File: config.mk
export PLATFORM = sky130hd
export DESIGN_NAME = modbus_rtu_request_checker_core
export DESIGN_NICKNAME = d
export VERILOG_FILES = /design/src/hw/rtl/mrc_pkg.sv /design/src/hw/rtl/mrc_front.sv /design/src/hw/rtl/mrc_queue.sv /design/src/hw/rtl/mrc_back.sv /design/src/hw/rtl/modbus_rtu_request_checker_core.sv
export SDC_FILE = /design/constraint.sdc
export NUM_CORES = 1
export LEC_CHECK = 0
export BUFFER_PORTS_ARGS = -buffer_cell sky130_fd_sc_hd__buf_2
export CAP_MARGIN = 20
export CORE_MARGIN = 5
export CORE_UTILIZATION = 55
export CTS_CLUSTER_SIZE = 30
export DETAILED_ROUTE_END_ITERATION = 6
export HOLD_SLACK_MARGIN = 0.1
export PLACE_DENSITY = 0.75
export RECOVER_POWER = 100
export SLEW_MARGIN = 20
export SYNTH_ARGS = -nofsm -noshare
export SYNTH_HDL_FRONTEND = slang
export SYNTH_SLANG_ARGS = --single-unit
File: constraint.sdc
create_clock -name clk -period 8.25 [get_ports clk]
set_input_delay 1.2375 -clock clk [delete_from_list [all_inputs] [get_ports clk]]
set_output_delay 1.2375 -clock clk [all_outputs]
set_load 0.02 [all_outputs]
File: src/hw/rtl/mrc_pkg.sv
// Shared types, constants and the CRC-16 byte step for the request checker.
// No dependencies; imported by every module of the block.
package mrc_pkg;

	localparam logic [15:0] CRC_INIT = 16'hFFFF;
	localparam logic [15:0] CRC_POLY = 16'hA001;

	localparam logic [7:0] FUNC_READ_HOLDING   = 8'd3;
	localparam logic [7:0] FUNC_WRITE_MULTIPLE = 8'd16;
	localparam logic [7:0] FUNC_EXC_FLAG       = 8'h80;
	localparam logic [7:0] BROADCAST_ID        = 8'h00;

	localparam logic [7:0] EXC_ILLEGAL_FUNCTION = 8'h01;
	localparam logic [7:0] EXC_ILLEGAL_ADDRESS  = 8'h02;

	localparam logic [8:0] BYTE_IDX_MAX   = 9'd511;
	localparam logic [8:0] MIN_LAST_INDEX = 9'd7;

	localparam logic [1:0] REG_STATION_ID     = 2'd0;
	localparam logic [1:0] REG_ADDRESS_OFFSET = 2'd1;
	localparam logic [1:0] REG_REGISTER_COUNT = 2'd2;

	localparam int QUEUE_DEPTH = 4;
	localparam int QUEUE_AW    = $clog2(QUEUE_DEPTH);

	localparam logic [2:0] EXC_LAST_BEAT = 3'd4;

	typedef enum logic {
		BK_IDLE,
		BK_EXC
	} back_state_t;

	// One checked frame handed from front to back
	typedef struct packed {
		logic        is_exc;
		logic [7:0]  exc_code;
		logic [7:0]  station;
		logic [7:0]  func_code;
		logic [15:0] start_addr;
		logic [15:0] quantity;
	} frame_rec_t;

	typedef struct packed {
		logic       valid;
		frame_rec_t rec;
	} rec_push_t;

	function automatic logic [15:0] crc_byte(input logic [15:0] crc_in, input logic [7:0] b);
		logic [15:0] c;
		c = crc_in ^ {8'h00, b};
		for (int k = 0; k < 8; k++) begin
			if (c[0])
				c = (c >> 1) ^ CRC_POLY;
			else
				c = c >> 1;
		end
		return c;
	endfunction

endpackage

File: src/hw/rtl/mrc_front.sv
// Front end: per-byte CRC, field capture and end-of-frame classification.
// Depends on mrc_pkg; pushes checked frames into mrc_queue.
module mrc_front import mrc_pkg::*; (
	input  logic        clk,
	input  logic        arst_n,
	input  logic        in_accept,
	input  logic [7:0]  rx_byte,
	input  logic        end_of_frame,
	input  logic [7:0]  station_id,
	input  logic [15:0] address_offset,
	input  logic [15:0] register_count,
	output rec_push_t   push
);

	logic [8:0]  byte_idx_q;
	logic [15:0] crc_q;
	logic [7:0]  held0_q, held1_q;
	logic [7:0]  station_q, func_q;
	logic [15:0] addr_q, qty_q;

	logic [15:0] crc_nxt;
	logic [15:0] rx_crc;
	logic [16:0] start_w;
	logic [16:0] end_w;
	logic        addr_bad, func_bad, keep;

	always_comb begin
		crc_nxt  = (byte_idx_q >= 9'd2) ? crc_byte(crc_q, held0_q) : crc_q;
		rx_crc   = {rx_byte, held1_q};
		start_w  = {1'b0, addr_q} - {1'b0, address_offset};
		end_w    = {1'b0, start_w[15:0]} + {1'b0, qty_q};
		addr_bad = (addr_q < address_offset) || (end_w > {1'b0, register_count});
		func_bad = (func_q != FUNC_READ_HOLDING) && (func_q != FUNC_WRITE_MULTIPLE);
		keep     = (byte_idx_q >= MIN_LAST_INDEX)
			&& ((station_q == station_id) || (station_q == BROADCAST_ID))
			&& (rx_crc == crc_nxt)
			// broadcasts never answer with an exception
			&& !((addr_bad || func_bad) && (station_q == BROADCAST_ID));

		push.valid          = in_accept && end_of_frame && keep;
		push.rec.is_exc     = addr_bad || func_bad;
		push.rec.exc_code   = addr_bad ? EXC_ILLEGAL_ADDRESS : EXC_ILLEGAL_FUNCTION;
		push.rec.station    = station_q;
		push.rec.func_code  = func_q;
		push.rec.start_addr = start_w[15:0];
		push.rec.quantity   = qty_q;
	end

	always_ff @(posedge clk or negedge arst_n) begin
		if (!arst_n) begin
			byte_idx_q <= '0;
			crc_q      <= CRC_INIT;
			held0_q    <= '0;
			held1_q    <= '0;
			station_q  <= '0;
			func_q     <= '0;
			addr_q     <= '0;
			qty_q      <= '0;
		end else if (in_accept) begin
			if (end_of_frame) begin
				byte_idx_q <= '0;
				crc_q      <= CRC_INIT;
				held0_q    <= '0;
				held1_q    <= '0;
				station_q  <= '0;
				func_q     <= '0;
				addr_q     <= '0;
				qty_q      <= '0;
			end else begin
				crc_q   <= crc_nxt;
				held0_q <= held1_q;
				held1_q <= rx_byte;
				if (byte_idx_q < BYTE_IDX_MAX)
					byte_idx_q <= byte_idx_q + 9'd1;
				case (byte_idx_q)
					9'd0: station_q <= rx_byte;
					9'd1: func_q <= rx_byte;
					9'd2: addr_q[15:8] <= rx_byte;
					9'd3: addr_q[7:0] <= rx_byte;
					9'd4: qty_q[15:8] <= rx_byte;
					9'd5: qty_q[7:0] <= rx_byte;
					default: ;
				endcase
			end
		end
	end

endmodule

File: src/hw/rtl/mrc_queue.sv
// Short queue of checked frames between front and back.
// Depends on mrc_pkg for the record type and depth.
module mrc_queue import mrc_pkg::*; (
	input  logic       clk,
	input  logic       arst_n,
	input  rec_push_t  push,
	input  logic       pop,
	output logic       full,
	output logic       rd_valid,
	output frame_rec_t rd_rec
);

	frame_rec_t              mem [QUEUE_DEPTH];
	logic [QUEUE_AW-1:0]     wr_ptr_q, rd_ptr_q;
	logic [QUEUE_AW:0]       count_q;
	logic                    do_push, do_pop;

	assign full     = (count_q == (QUEUE_AW+1)'(QUEUE_DEPTH));
	assign rd_valid = (count_q != '0);
	assign rd_rec   = mem[rd_ptr_q];
	assign do_push  = push.valid && !full;
	assign do_pop   = pop && rd_valid;

	always_ff @(posedge clk) begin
		if (do_push)
			mem[wr_ptr_q] <= push.rec;
	end

	always_ff @(posedge clk or negedge arst_n) begin
		if (!arst_n) begin
			wr_ptr_q <= '0;
			rd_ptr_q <= '0;
			count_q  <= '0;
		end else begin
			if (do_push)
				wr_ptr_q <= wr_ptr_q + 1'b1;
			if (do_pop)
				rd_ptr_q <= rd_ptr_q + 1'b1;
			case ({do_push, do_pop})
				2'b10:   count_q <= count_q + 1'b1;
				2'b01:   count_q <= count_q - 1'b1;
				default: ;
			endcase
		end
	end

endmodule

File: src/hw/rtl/mrc_back.sv
// Back end: turns queued frames into result words, builds exception replies.
// Depends on mrc_pkg; holds the exception counter and the output register.
module mrc_back import mrc_pkg::*; (
	input  logic        clk,
	input  logic        arst_n,
	input  logic        q_valid,
	input  frame_rec_t  q_rec,
	output logic        pop,
	output logic        out_valid,
	input  logic        out_ready,
	output logic        out_kind,
	output logic        out_last,
	output logic [63:0] out_data
);

	back_state_t state_q, state_nxt;
	frame_rec_t  rec_q;
	logic [2:0]  beat_q;
	logic [15:0] crc_q, exc_cnt_q;

	logic        ov_q, kind_q, last_q;
	logic [7:0]  byte_q, func_q;
	logic [15:0] start_q, qty_q, err_q;

	logic        adv, load, cnt_inc, crc_upd;
	logic        kind_n, last_n;
	logic [7:0]  byte_n, func_n;
	logic [15:0] start_n, qty_n, err_n, crc_n;

	// output register frees up when empty or being taken
	assign adv = !ov_q || out_ready;

	always_comb begin
		state_nxt = state_q;
		case (state_q)
			BK_IDLE: if (adv && q_valid && q_rec.is_exc) state_nxt = BK_EXC;
			BK_EXC:  if (adv && beat_q == EXC_LAST_BEAT) state_nxt = BK_IDLE;
			default: state_nxt = BK_IDLE;
		endcase
	end

	always_comb begin
		pop     = 1'b0;
		load    = 1'b0;
		cnt_inc = 1'b0;
		crc_upd = 1'b0;
		kind_n  = 1'b1;
		last_n  = 1'b0;
		byte_n  = '0;
		func_n  = '0;
		start_n = '0;
		qty_n   = '0;
		err_n   = exc_cnt_q;
		crc_n   = crc_q;
		case (state_q)
			BK_IDLE: begin
				if (adv && q_valid) begin
					pop  = 1'b1;
					load = 1'b1;
					if (q_rec.is_exc) begin
						byte_n  = q_rec.station;
						err_n   = exc_cnt_q + 16'd1;
						cnt_inc = 1'b1;
						crc_upd = 1'b1;
						crc_n   = crc_byte(CRC_INIT, q_rec.station);
					end else begin
						kind_n  = 1'b0;
						last_n  = 1'b1;
						func_n  = q_rec.func_code;
						start_n = q_rec.start_addr;
						qty_n   = q_rec.quantity;
					end
				end
			end
			BK_EXC: begin
				load   = adv;
				last_n = (beat_q == EXC_LAST_BEAT);
				case (beat_q)
					3'd1: begin
						byte_n  = rec_q.func_code | FUNC_EXC_FLAG;
						crc_upd = adv;
						crc_n   = crc_byte(crc_q, byte_n);
					end
					3'd2: begin
						byte_n  = rec_q.exc_code;
						crc_upd = adv;
						crc_n   = crc_byte(crc_q, byte_n);
					end
					3'd3:    byte_n = crc_q[7:0];
					3'd4:    byte_n = crc_q[15:8];
					default: byte_n = '0;
				endcase
			end
			default: ;
		endcase
	end

	always_ff @(posedge clk or negedge arst_n) begin
		if (!arst_n) begin
			state_q   <= BK_IDLE;
			beat_q    <= '0;
			exc_cnt_q <= '0;
			ov_q      <= 1'b0;
		end else begin
			state_q <= state_nxt;
			if (pop)
				beat_q <= 3'd1;
			else if (state_q == BK_EXC && load)
				beat_q <= beat_q + 3'd1;
			if (cnt_inc)
				exc_cnt_q <= exc_cnt_q + 16'd1;
			if (load)
				ov_q <= 1'b1;
			else if (out_ready)
				ov_q <= 1'b0;
		end
	end

	always_ff @(posedge clk) begin
		if (pop)
			rec_q <= q_rec;
		if (crc_upd)
			crc_q <= crc_n;
		if (load) begin
			kind_q  <= kind_n;
			last_q  <= last_n;
			byte_q  <= byte_n;
			func_q  <= func_n;
			start_q <= start_n;
			qty_q   <= qty_n;
			err_q   <= err_n;
		end
	end

	assign out_valid = ov_q;
	assign out_kind  = kind_q;
	assign out_last  = last_q;
	assign out_data  = {err_q, qty_q, start_q, func_q, byte_q};

endmodule

File: src/hw/rtl/modbus_rtu_request_checker_core.sv
// Top level of the Modbus RTU request checker: config registers, front, queue, back.
// Depends on mrc_pkg, mrc_front, mrc_queue and mrc_back.
//
// Received frame bytes enter on s_axis, one word per cycle, tlast on the final byte.
// The CRC-16 is stepped one byte per cycle in the front end, so bytes are taken every
// cycle unless the queue is full, the only stall on s_axis; at frame end a checked
// frame goes into a four-entry queue. Short, foreign and corrupted frames, and
// broadcasts that would fault, leave nothing. A valid request comes out as one word
// (tuser 0); an exception comes out as five reply bytes (tuser 1), paced by the back
// end's beat counter, with tlast on the last word of each run. Registers are written
// through cfg_we/cfg_index/cfg_wdata while idle, a user duty the block never checks.
module modbus_rtu_request_checker_core import mrc_pkg::*; (
	input  logic        clk,
	input  logic        arst_n,
	input  logic        s_axis_tvalid,
	output logic        s_axis_tready,
	input  logic [7:0]  s_axis_tdata,   // [7:0] rx_byte
	input  logic        s_axis_tlast,
	output logic        m_axis_tvalid,
	input  logic        m_axis_tready,
	// [7:0] tx_byte, [15:8] req_function, [31:16] req_start,
	// [47:32] req_quantity, [63:48] error_total
	output logic [63:0] m_axis_tdata,
	output logic [0:0]  m_axis_tuser,   // [0] result_kind
	output logic        m_axis_tlast,
	input  logic        cfg_we,
	input  logic [1:0]  cfg_index,
	input  logic [15:0] cfg_wdata
);

	logic [7:0]  station_id_q;
	logic [15:0] address_offset_q, register_count_q;

	rec_push_t   push;
	logic        q_full, q_valid, pop, in_accept;
	frame_rec_t  q_rec;

	always_ff @(posedge clk or negedge arst_n) begin
		if (!arst_n) begin
			station_id_q     <= 8'd1;
			address_offset_q <= '0;
			register_count_q <= '0;
		end else if (cfg_we) begin
			case (cfg_index)
				REG_STATION_ID:     station_id_q <= cfg_wdata[7:0];
				REG_ADDRESS_OFFSET: address_offset_q <= cfg_wdata;
				REG_REGISTER_COUNT: register_count_q <= cfg_wdata;
				default: ;
			endcase
		end
	end

	assign s_axis_tready = !q_full;
	assign in_accept     = s_axis_tvalid && !q_full;

	mrc_front u_front (
		.clk            (clk),
		.arst_n         (arst_n),
		.in_accept      (in_accept),
		.rx_byte        (s_axis_tdata),
		.end_of_frame   (s_axis_tlast),
		.station_id     (station_id_q),
		.address_offset (address_offset_q),
		.register_count (register_count_q),
		.push           (push)
	);

	mrc_queue u_queue (
		.clk      (clk),
		.arst_n   (arst_n),
		.push     (push),
		.pop      (pop),
		.full     (q_full),
		.rd_valid (q_valid),
		.rd_rec   (q_rec)
	);

	mrc_back u_back (
		.clk       (clk),
		.arst_n    (arst_n),
		.q_valid   (q_valid),
		.q_rec     (q_rec),
		.pop       (pop),
		.out_valid (m_axis_tvalid),
		.out_ready (m_axis_tready),
		.out_kind  (m_axis_tuser[0]),
		.out_last  (m_axis_tlast),
		.out_data  (m_axis_tdata)
	);

endmodule

## After elaboration in Yosys (flattened, before gate mapping)

Memory sizes are Yosys's and may differ from the RTL's.
Cells that the tools add are included.

| storage, ports and cells | value |
|---|---|
| output and inout port bits | 68 |
| logic and storage cells | 283 |
| flip-flop bits (word level) | 254 |
| memories | 1 |
| RAM bits | 204 |

| cells by class | value |
|---|---|
| equal/unequal tests | 21 |
| magnitude comparators | 5 |
| reduce and logical (&&, ||, !) cells | 49 |
| add/subtract/negate cells | 9 |
| mux-type cells | 130 |
| bitwise operators | 38 |

Memory list:

| name | words | width | rd ports | clocked after memory_dff | write ports | line | RTL |
|---|---|---|---|---|---|---|---|
| u_queue.mem | 4 | 51 | 1 | 0 | 1 | mrc_queue.sv:13 | `frame_rec_t mem [QUEUE_DEPTH];` |

Operator list:

| operator | count |
|---|---|
| $mux W16 | 90 |
| $mux W8 | 12 |
| $not A2 Y3 | 32 |
| $pmux W16 S2 | 2 |
| $xor A16 B8 Y16 | 3 |
| $pmux W8 S4 | 1 |
| $reduce_and A2 Y1 | 10 |
| $reduce_bool A2 Y1 | 10 |
| $eq A9 B2 Y1 const B | 2 |
| $eq A9 B3 Y1 const B | 2 |
| $mux W9 | 2 |
| $add A16 B16 Y17 | 1 |
| $gt A17 B16 Y1 | 1 |
| $add A16 B1 Y16 const B | 1 |
| $eq A16 B16 Y1 | 1 |
| $lt A16 B16 Y1 | 1 |
| $not A8 Y16 | 1 |
| $pmux W8 S2 | 1 |
| $sub A16 B16 Y16 | 1 |
| $logic_and A1 B1 Y1 | 14 |
| $mux W1 | 14 |
| $add A9 B1 Y9 const B | 1 |
| $eq A9 B1 Y1 const B | 1 |
| $ge A9 B2 Y1 const B | 1 |
| other kinds (29) | 47 |

## Longest topological paths before layout

Gate-level depths: netlist of run 1.
An unclocked memory read counts as a cell.

| logic depth | value |
|---|---|
| depth in word-level cells | 42 |
| gate-level depth with buffers | 32 |
| mapped depth without buffers | 32 |

## Modules after synthesis

From an unflattened synthesis of run 1, not the netlist that was laid out.

| second synthesis, totals | value |
|---|---|
| cells, all modules | 1558 |
| area, all modules | 22061.2 um^2 |

By module, submodules not included:

| module | cells an instance | seq. area each (um^2) | area each (um^2) | instances |
|---|---|---|---|---|
| mrc_queue | 335 | 7021.7 | 8653.3 | 1 |
| mrc_front | 734 | 2247.2 | 6448.7 | 1 |
| mrc_back | 402 | 3438.3 | 5422.7 | 1 |
| modbus_rtu_request_checker_core | 87 | 1002.2 | 1536.5 | 1 |

## Worst setup path before layout of run 1

OpenSTA, ideal clock, no wires.

| timing path | value |
|---|---|
| path kind | register to register |
| start point | register address_offset_q[0] |
| end point | memory u_queue.mem[0][0] (netlist bit), enable pin |
| arrival | 8240 ps |
| slack | -524 ps |
| stages on the path, launching flop included | 23 |
| buffers on the path | 0 |
| period minus slack after synthesis | 8774 ps |
| setup time | 533 ps |
| path through | dfrtp_1 > ha_1 > fa_1 > nor2b_1 > o31a_1 > o21a_1 > nor2_1 > xnor2_1 > ha_1 > and3_1 > a221o_1 > a211oi_1 > o21ai_1 > nand4_1 > or3b_1 > ha_1 > nand3_1 > nor2_1 > and3_1 > a41o_1 > o2111ai_2 > and2_2 > nor3b_1 |

RTL lines:

| element | line | RTL |
|---|---|---|
| start, declared | modbus_rtu_request_checker_core.sv:32 | `logic [15:0] address_offset_q, register_count_q;` |
| start signal, assigned | modbus_rtu_request_checker_core.sv:46 | `REG_ADDRESS_OFFSET: address_offset_q <= cfg_wdata;` |
| end, declared | mrc_queue.sv:13 |  |

==> results of run 1 <==
[cell families after synthesis]
group	after synthesis	share of synthesized area, %
flops	452	61.66
fa+ha+maj	69	4.264
buf+inv	125	2.301
mux	132	9.697
xor+xnor	152	6.685
compound gates	209	6.625
simple gates	362	8.770
[report_power, final]
part	internal (uW)	switching (uW)	total [uW]
clock network	1240	883	2130
registers	2970	343	3310
logic	1310	1750	3070
total	5530	2980	8510
[final cells by class]
class	instances	share of cell area, %
inverter	74	1.195
tap	511	2.752
multi-input combinational	924	32.09
clock buffer	66	5.632
sequential	452	55.13
timing repair buffer	114	2.089
clock inverter	22	1.109
[cell usage after synthesis, drive strengths merged, types with 7 or more instances]
cell type | count | area (sq um)
nand2 | 112 | 444.2
nor2 | 104 | 400.4
inv | 74 | 277.8
nand2b | 11 | 68.82
a21o | 11 | 83.83
and2 | 9 | 58.80
dfstp | 17 | 446.7
mux2i | 37 | 370.4
nand4 | 15 | 93.84
nor3 | 12 | 65.06
buf | 11 | 50.04
edfxtp | 295 | 8859
a21oi | 55 | 275.3
ha | 66 | 825.8
and3 | 7 | 43.79
o21ai | 49 | 245.2
nand3 | 17 | 97.60
a31o | 21 | 183.9
mux4 | 51 | 1149
xnor2 | 93 | 814.5
xor2 | 56 | 505.5
dfrtp | 140 | 3503
clkbuf | 40 | 150.1
o22ai | 13 | 81.33
mux2 | 44 | 495.5
nor3b | 8 | 60.06
nor2b | 44 | 275.3
[cell usage in the layout (no fill, tap or decap), drive strengths merged, types with 8 or more instances in the layout]
cell type and instances:
edfxtp 295, nand4 15, nand2 112, dfrtp 140
mux4 51, ha 66, a31o 21, o21ai 49
o22ai 13, nor2b 44, clkinv 15, mux2i 37
nand3 17, and2 9, nor3b 8, dfstp 17
buf 33, a21o 11, xor2 56, a21oi 55
nor2 104, nor3 12, nand2b 11, clkbuf 147
mux2 44, inv 76, xnor2 93
[per-stage QoR]
| step | power, uW | TNS [ns] |
|---|---|---|
| finish | 8510 | 0 |
| global route | 9010 | 0 |
| CTS | 8588 | 0 |
| detailed placement | 6429 | 0 |
| global placement | 6341 | 0 |
| floorplan | 5659 | -106.83 |
[layer usage]
metal	wire, microns	part of all wire (%)
met5	0	0
met4	1522	3.4
met3	2424	5.3
met2	21540	48
met1	19860	44
[worst register-to-register path, delay by kind of cell, from the launching register on]
family / cells / cell delay (ns)
buffers and inverters: 1 / 0.62
xor gates and xnor gates: 1 / 0.41
DFF: 1 / 0.39
adders and majority gates: 4 / 1.31
AOI/OAI and AO/OA: 7 / 1.77
and+or+nand+nor: 10 / 1.96
[how the worst max path moves through the flow]
stage,endpoint,slack (ns),cells after the start
floorplan,u_queue.mem[0][0],-0.52,22
global placement,u_queue.mem[1][24],1.95,24
detailed placement,u_queue.mem[1][11],1.72,23
CTS,u_queue.mem[0][50],1.62,23
global route,u_queue.mem[0][20],0.91,23
finish,u_queue.mem[3][11],1.36,23
==> flow_summary.toml, run 1 <==
[worst_setup_path]
worstReg2RegStart = "address_offset_q[0]"
reg2reg_to = "u_queue.mem[3][11]"
path_class = "reg2reg"
worstSetupEndpointType = "flop"
path_cells = "ha_1 -> fa_1 -> nor2b_1 -> o31a_1 -> o21a_1 -> nor2_1 -> xnor2_1 -> ha_1 -> and3_1 -> a221o_1 -> a211oi_1 -> o21ai_0 -> nand4_1 -> or3b_1 -> ha_1 -> nand3_1 -> nor2_1 -> and3_1 -> a41o_1 -> o2111ai_1 -> and2_0 -> nor3b_1 -> buf_4"
crit_path_max_fanout = 51
crit_required_ns = 8.46
crit_family = "simple AND/OR/NAND/NOR gates"
worst_r2r_path_depth = 23
critPathArrivalTime_ns = 7.10
critPathBufInv = 1
critPathLaunchType = "flop"
r2r_slack_ns = 1.36
slowest_delay_ns = 0.62
cp-startpoint = "address_offset_q[0]"
critPathSlowestCell = "buf_4"
cp_common_cell = "ha_1"

[grt]
busiest_layer = "met2"
grt_use_met3_pct = 3.951
use_met1_pct = 31.18
grt_pass1_vias = 12500
grt-ovfl-total = 0
grt_util_all_layers_pct = 21.96
antenna_found_initial = 0
grt_pass1_wl_microns = 71470
grt_start_max_net_pins = 86
grt_use_met2_pct = 34.78

[timing]
setup_ws_ns = 1.356
finalMaxSlewViolations = 420
worst_pin_slew_ns = 4.225
skew_ns = 0.02331
rsz0062_at_grt = "no"
timing.fmax_mhz = 145.0
relSlewSlack_pct = -181.7
whs_ns = 0.4972
period_share_pct = 83.57
hold_viol = 0
period_needed_ns = 6.894
setup_viol = 0

[place]
port-buffer-count = 99
routabilityCongestion = 0.8986
place_inst = 2074
place_ws_ns = 1.723
dp_hpwl_microns = 29880
placed_area_sq_mm = 0.02185

[finish]
fillers = 2859
nets = 1714
register_area_sq_mm = 0.01281
fin_util_pct = 61.98
regMostFlops = "u_queue.mem"
num_antenna_cells = 0
areaGrowthSynthToFinish_pct = 11.85
multi_input_comb_area_sq_mm = 0.007457
final_area_sq_mm = 0.02324
largest_register_ffs = 204
layout-drive-gt1-share_pct = 15.38
stdcell_count = 2163

[synthesis]
synth_edf_count = 295
ys_seq_area_share_pct = 61.66
async_flop_share_pct = 34.73
ys_ff_latch = 452
yosys_warnings = 0
mappedNetlistArea_sq_mm = 0.02077
ys.flop_type = "edfxtp_1"
syn_nets = 1602
syn_area_per_cell_sq_um = 13.84
synth_cell_type_count = 84
synth_cells = 1501

[min_path]
hold_path.class = "reg2reg"
hold_end = "u_back.exc_cnt_q[15]"
holdCritStartpoint = "u_back.exc_cnt_q[15]"
holdPathStages = 1

[route]
wl_microns = 45350
drt_iter0_drc = 1017
vias_per_cell = 5.748
num_vias = 12430
first_pass_iters = 6
wl_per_cell_microns = 20.96
drc = 0
drtAntennaViolNets = 0

[floorplan]
die_area_sq_mm = 0.04176
row_count = 71
ios = 100
dieWidth_microns = 204.3
fp.dieH_microns = 204.3
fp.coreArea_sq_mm = 0.03749
start_util_pct = 55.41

[status]
status = "finished, violations left"
violations = "capacitance limit, slew limit"

[flow_run]
drv_cap = 9

[cts]
clk_path_buf_depth = 3
clock_latency_ns = 0.59
cts_tree = "built"
root_buffer = "clkbuf_16"
cts_resized = 0
cts-htree-levels = 2
cts-buffers-inserted = 47
path_clk_slew_ns = 0.06
postCtsSetupBuffers = 0
cts_hold_buf = 0
cts.sinks = 452

[power_and_ir_drop]
ir_worst_vdd_v = 0.0002178
p_leak_uw = 0.008881
powerDensity_mw_per_mm2 = 366.2
(Power assumes the default switching activity.)
==> run 2, diff against run 1 <==
--- a/config.mk
+++ b/config.mk
@@ -5,6 +5,7 @@
 export SDC_FILE = /design/constraint.sdc
 export NUM_CORES = 1
 export LEC_CHECK = 0
+export ABC_AREA = 1
 export BUFFER_PORTS_ARGS = -buffer_cell sky130_fd_sc_hd__buf_2
 export CAP_MARGIN = 20
 export CORE_MARGIN = 5
==> constraint.sdc (replaced) <==
create_clock -name clk -period 6 [get_ports clk]
set_input_delay 0.9 -clock clk [delete_from_list [all_inputs] [get_ports clk]]
set_output_delay 0.9 -clock clk [all_outputs]
set_load 0.02 [all_outputs]
==> flow_summary.toml, run 2 <==
[floorplan]
start_util_pct = 55.61
die_area_sq_mm = 0.04209
fp.coreArea_sq_mm = 0.03767
ios = 100
fp.dieH_microns = 205.2
dieWidth_microns = 205.2
row_count = 71

[worst_setup_path]
worst_r2r_path_depth = 31
cp_common_cell = "nand2_1"
critPathArrivalTime_ns = 5.97
worstSetupEndpointType = "flop"
worstReg2RegStart = "address_offset_q[0]"
r2r_slack_ns = 0.48
reg2reg_to = "u_queue.count_q[2]"
path_class = "reg2reg"
crit_path_max_fanout = 6
slowest_delay_ns = 0.43
crit_required_ns = 6.44
critPathCapture = "u_queue.count_q[2]"
cp-startpoint = "address_offset_q[0]"
critPathSlowestCell = "fa_1"
critPathLaunchType = "flop"

[cts]
cts.sinks = 452
cts-htree-levels = 2
root_buffer = "clkbuf_16"
path_clk_slew_ns = 0.06
cts_hold_buf = 0
clk_path_buf_depth = 3
clock_latency_ns = 0.58
cts_tree = "built"
cts-buffers-inserted = 47

[synthesis]
synth_edf_count = 295
synth_cell_type_count = 59
syn_nets = 2154
ys_ff_latch = 452
mappedNetlistArea_sq_mm = 0.02095
async_flop_share_pct = 34.73
ys.flop_type = "edfxtp_1"
ys_seq_area_share_pct = 61.15
yosysTopAreaCellShare_pct = 42.29
syn_area_per_cell_sq_um = 10.20
synth_area_leader_cell = "edfxtp_1"
synthMostInstantiatedCell = "nand2_1"
synth.top_cells.by_count = "nand2_1, edfxtp_1, nor2_1, o21ai_0, inv_1"
synth_cells = 2053
yosys_warnings = 0
netlist_top_cells_area = "edfxtp_1, dfrtp_1, nand2_1, o21ai_0, nor2_1"

[place]
place_ws_ns = 0.1805
dp_hpwl_microns = 33410
placed_area_sq_mm = 0.02206
routabilityCongestion = 0.8829
port-buffer-count = 99

[finish]
fin_util_pct = 62.95
layout_common_cells = "nand2_1, edfxtp_1, nor2_1"
final_area_sq_mm = 0.02371
areaGrowthSynthToFinish_pct = 13.19
largest_register_ffs = 204
final_common_cell = "nand2_1"
layout-drive-gt1-share_pct = 11.86
fillers = 3028
num_antenna_cells = 0
register_area_sq_mm = 0.01281
multi_input_comb_area_sq_mm = 0.007196
nets = 2263
regMostFlops = "u_queue.mem"

[route]
drtAntennaViolNets = 0
vias_per_cell = 5.532
num_vias = 15000
wl_per_cell_microns = 18.25
drt_iter0_drc = 1330
wl_microns = 49480
first_pass_iters = 5
drc = 0

[grt]
grt_start_max_net_pins = 101
grt_util_all_layers_pct = 23.52
antenna_found_initial = 0
grt_pass1_vias = 14540
grt-ovfl-total = 0
grt_pass1_wl_microns = 77860

[timing]
skew_ns = 0.02304
setup_ws_ns = 0.4770
period_share_pct = 92.05
relSlewSlack_pct = 4.186
timing.fmax_mhz = 181.1
finalMaxSlewViolations = 0
hold_viol = 0
worst_pin_slew_ns = 1.437
whs_ns = 0.4849
setup_viol = 0
period_needed_ns = 5.523
finalSetupTns_ns = 0

[power_and_ir_drop]
switchingPower_uw = 6040
p_clk_share_pct = 20.2
combPwrFrac_pct = 45.2
p_leak_uw = 0.01011
p_int_uw = 8441
powerDensity_mw_per_mm2 = 610.7
p_seq_share_pct = 34.6
ir_worst_vdd_v = 0.0003374
netSwitchingFraction_pct = 41.71

[flow_run]
drv_cap = 0

[min_path]
holdPathStages = 2
hold_path.class = "reg2reg"

[status]
status = "finished clean"
run 2: power by group through the flow:
stage / clock network, uW / logic [uW] / registers [uW]
2_1_floorplan: 0 / 4470 / 5110
3_3_place_gp: 0 / 6190 / 5020
3_5_place_dp: 0 / 6370 / 5050
4_1_cts: 2970 / 6430 / 5000
5_1_grt: 3110 / 7350 / 5080
6_report: 2930 / 6550 / 5000
run 2: per-layer routing:
layer / wire [microns] / vias up / GRT usage (%)
met4: 1283 / 0 / 7.416
met2: 23170 / 569 / 37.80
met3: 3748 / 86 / 4.322
li1: - / 7166 / -
met1: 21280 / 7181 / 32.88
met5: 0 / - / 0
run 2: area by class of cell:
| type | count | area share, % |
|---|---|---|
| Timing Repair Buffer | 128 | 3.293 |
| Clock inverter | 27 | 1.203 |
| Inverter | 192 | 3.045 |
| Clock buffer | 61 | 5.393 |
| Tap cell | 511 | 2.696 |
| Sequential cell | 452 | 54.02 |
| Multi-Input combinational cell | 1341 | 30.35 |
run 2: worst min-delay path by stage:
stage,start,to
detailed placement,register_count_q[9],register_count_q[9]
global route,address_offset_q[6],address_offset_q[6]
global placement,register_count_q[13],register_count_q[13]
CTS,arst_n,u_back.out_valid
finish,register_count_q[13],register_count_q[13]
floorplan,address_offset_q[10],address_offset_q[10]
run 2: cell families (layout without fill, tap and decap cells):
| kind of cell | Yosys count | after routing | synth area share, % |
|---|---|---|---|
| compound gates | 407 | 407 | 10.60 |
| xor+xnor | 98 | 98 | 4.097 |
| fa+ha+maj | 69 | 69 | 4.229 |
| buf+inv | 260 | 408 | 4.850 |
| flops | 452 | 452 | 61.15 |
| simple gates | 767 | 767 | 15.08 |
run 2: stage by stage:
stage | cells | total power, uW
final | 2712 | 14480
after global routing | 2712 | 15530
after CTS | 2707 | 14400
after detailed placement | 2619 | 11430
after global placement | 2619 | 11200
after floorplan | 2053 | 9587
run 2: timing repair:
item	in CTS	in global routing
gates resized for setup	0	12
endpoints found under the setup margin	0	207
buffers inserted	0	4
run 2: worst max-delay path: cells and delay by family, from the launching register on:
family	cells	cell delay, ns
flip-flops	1	0.39
AND/OR/NAND/NOR	13	1.26
adder cells (fa/ha/maj)	6	1.83
XOR/XNOR	3	0.56
buffers and inverters	1	0.06
AO/OA/AOI/OAI	8	1.29
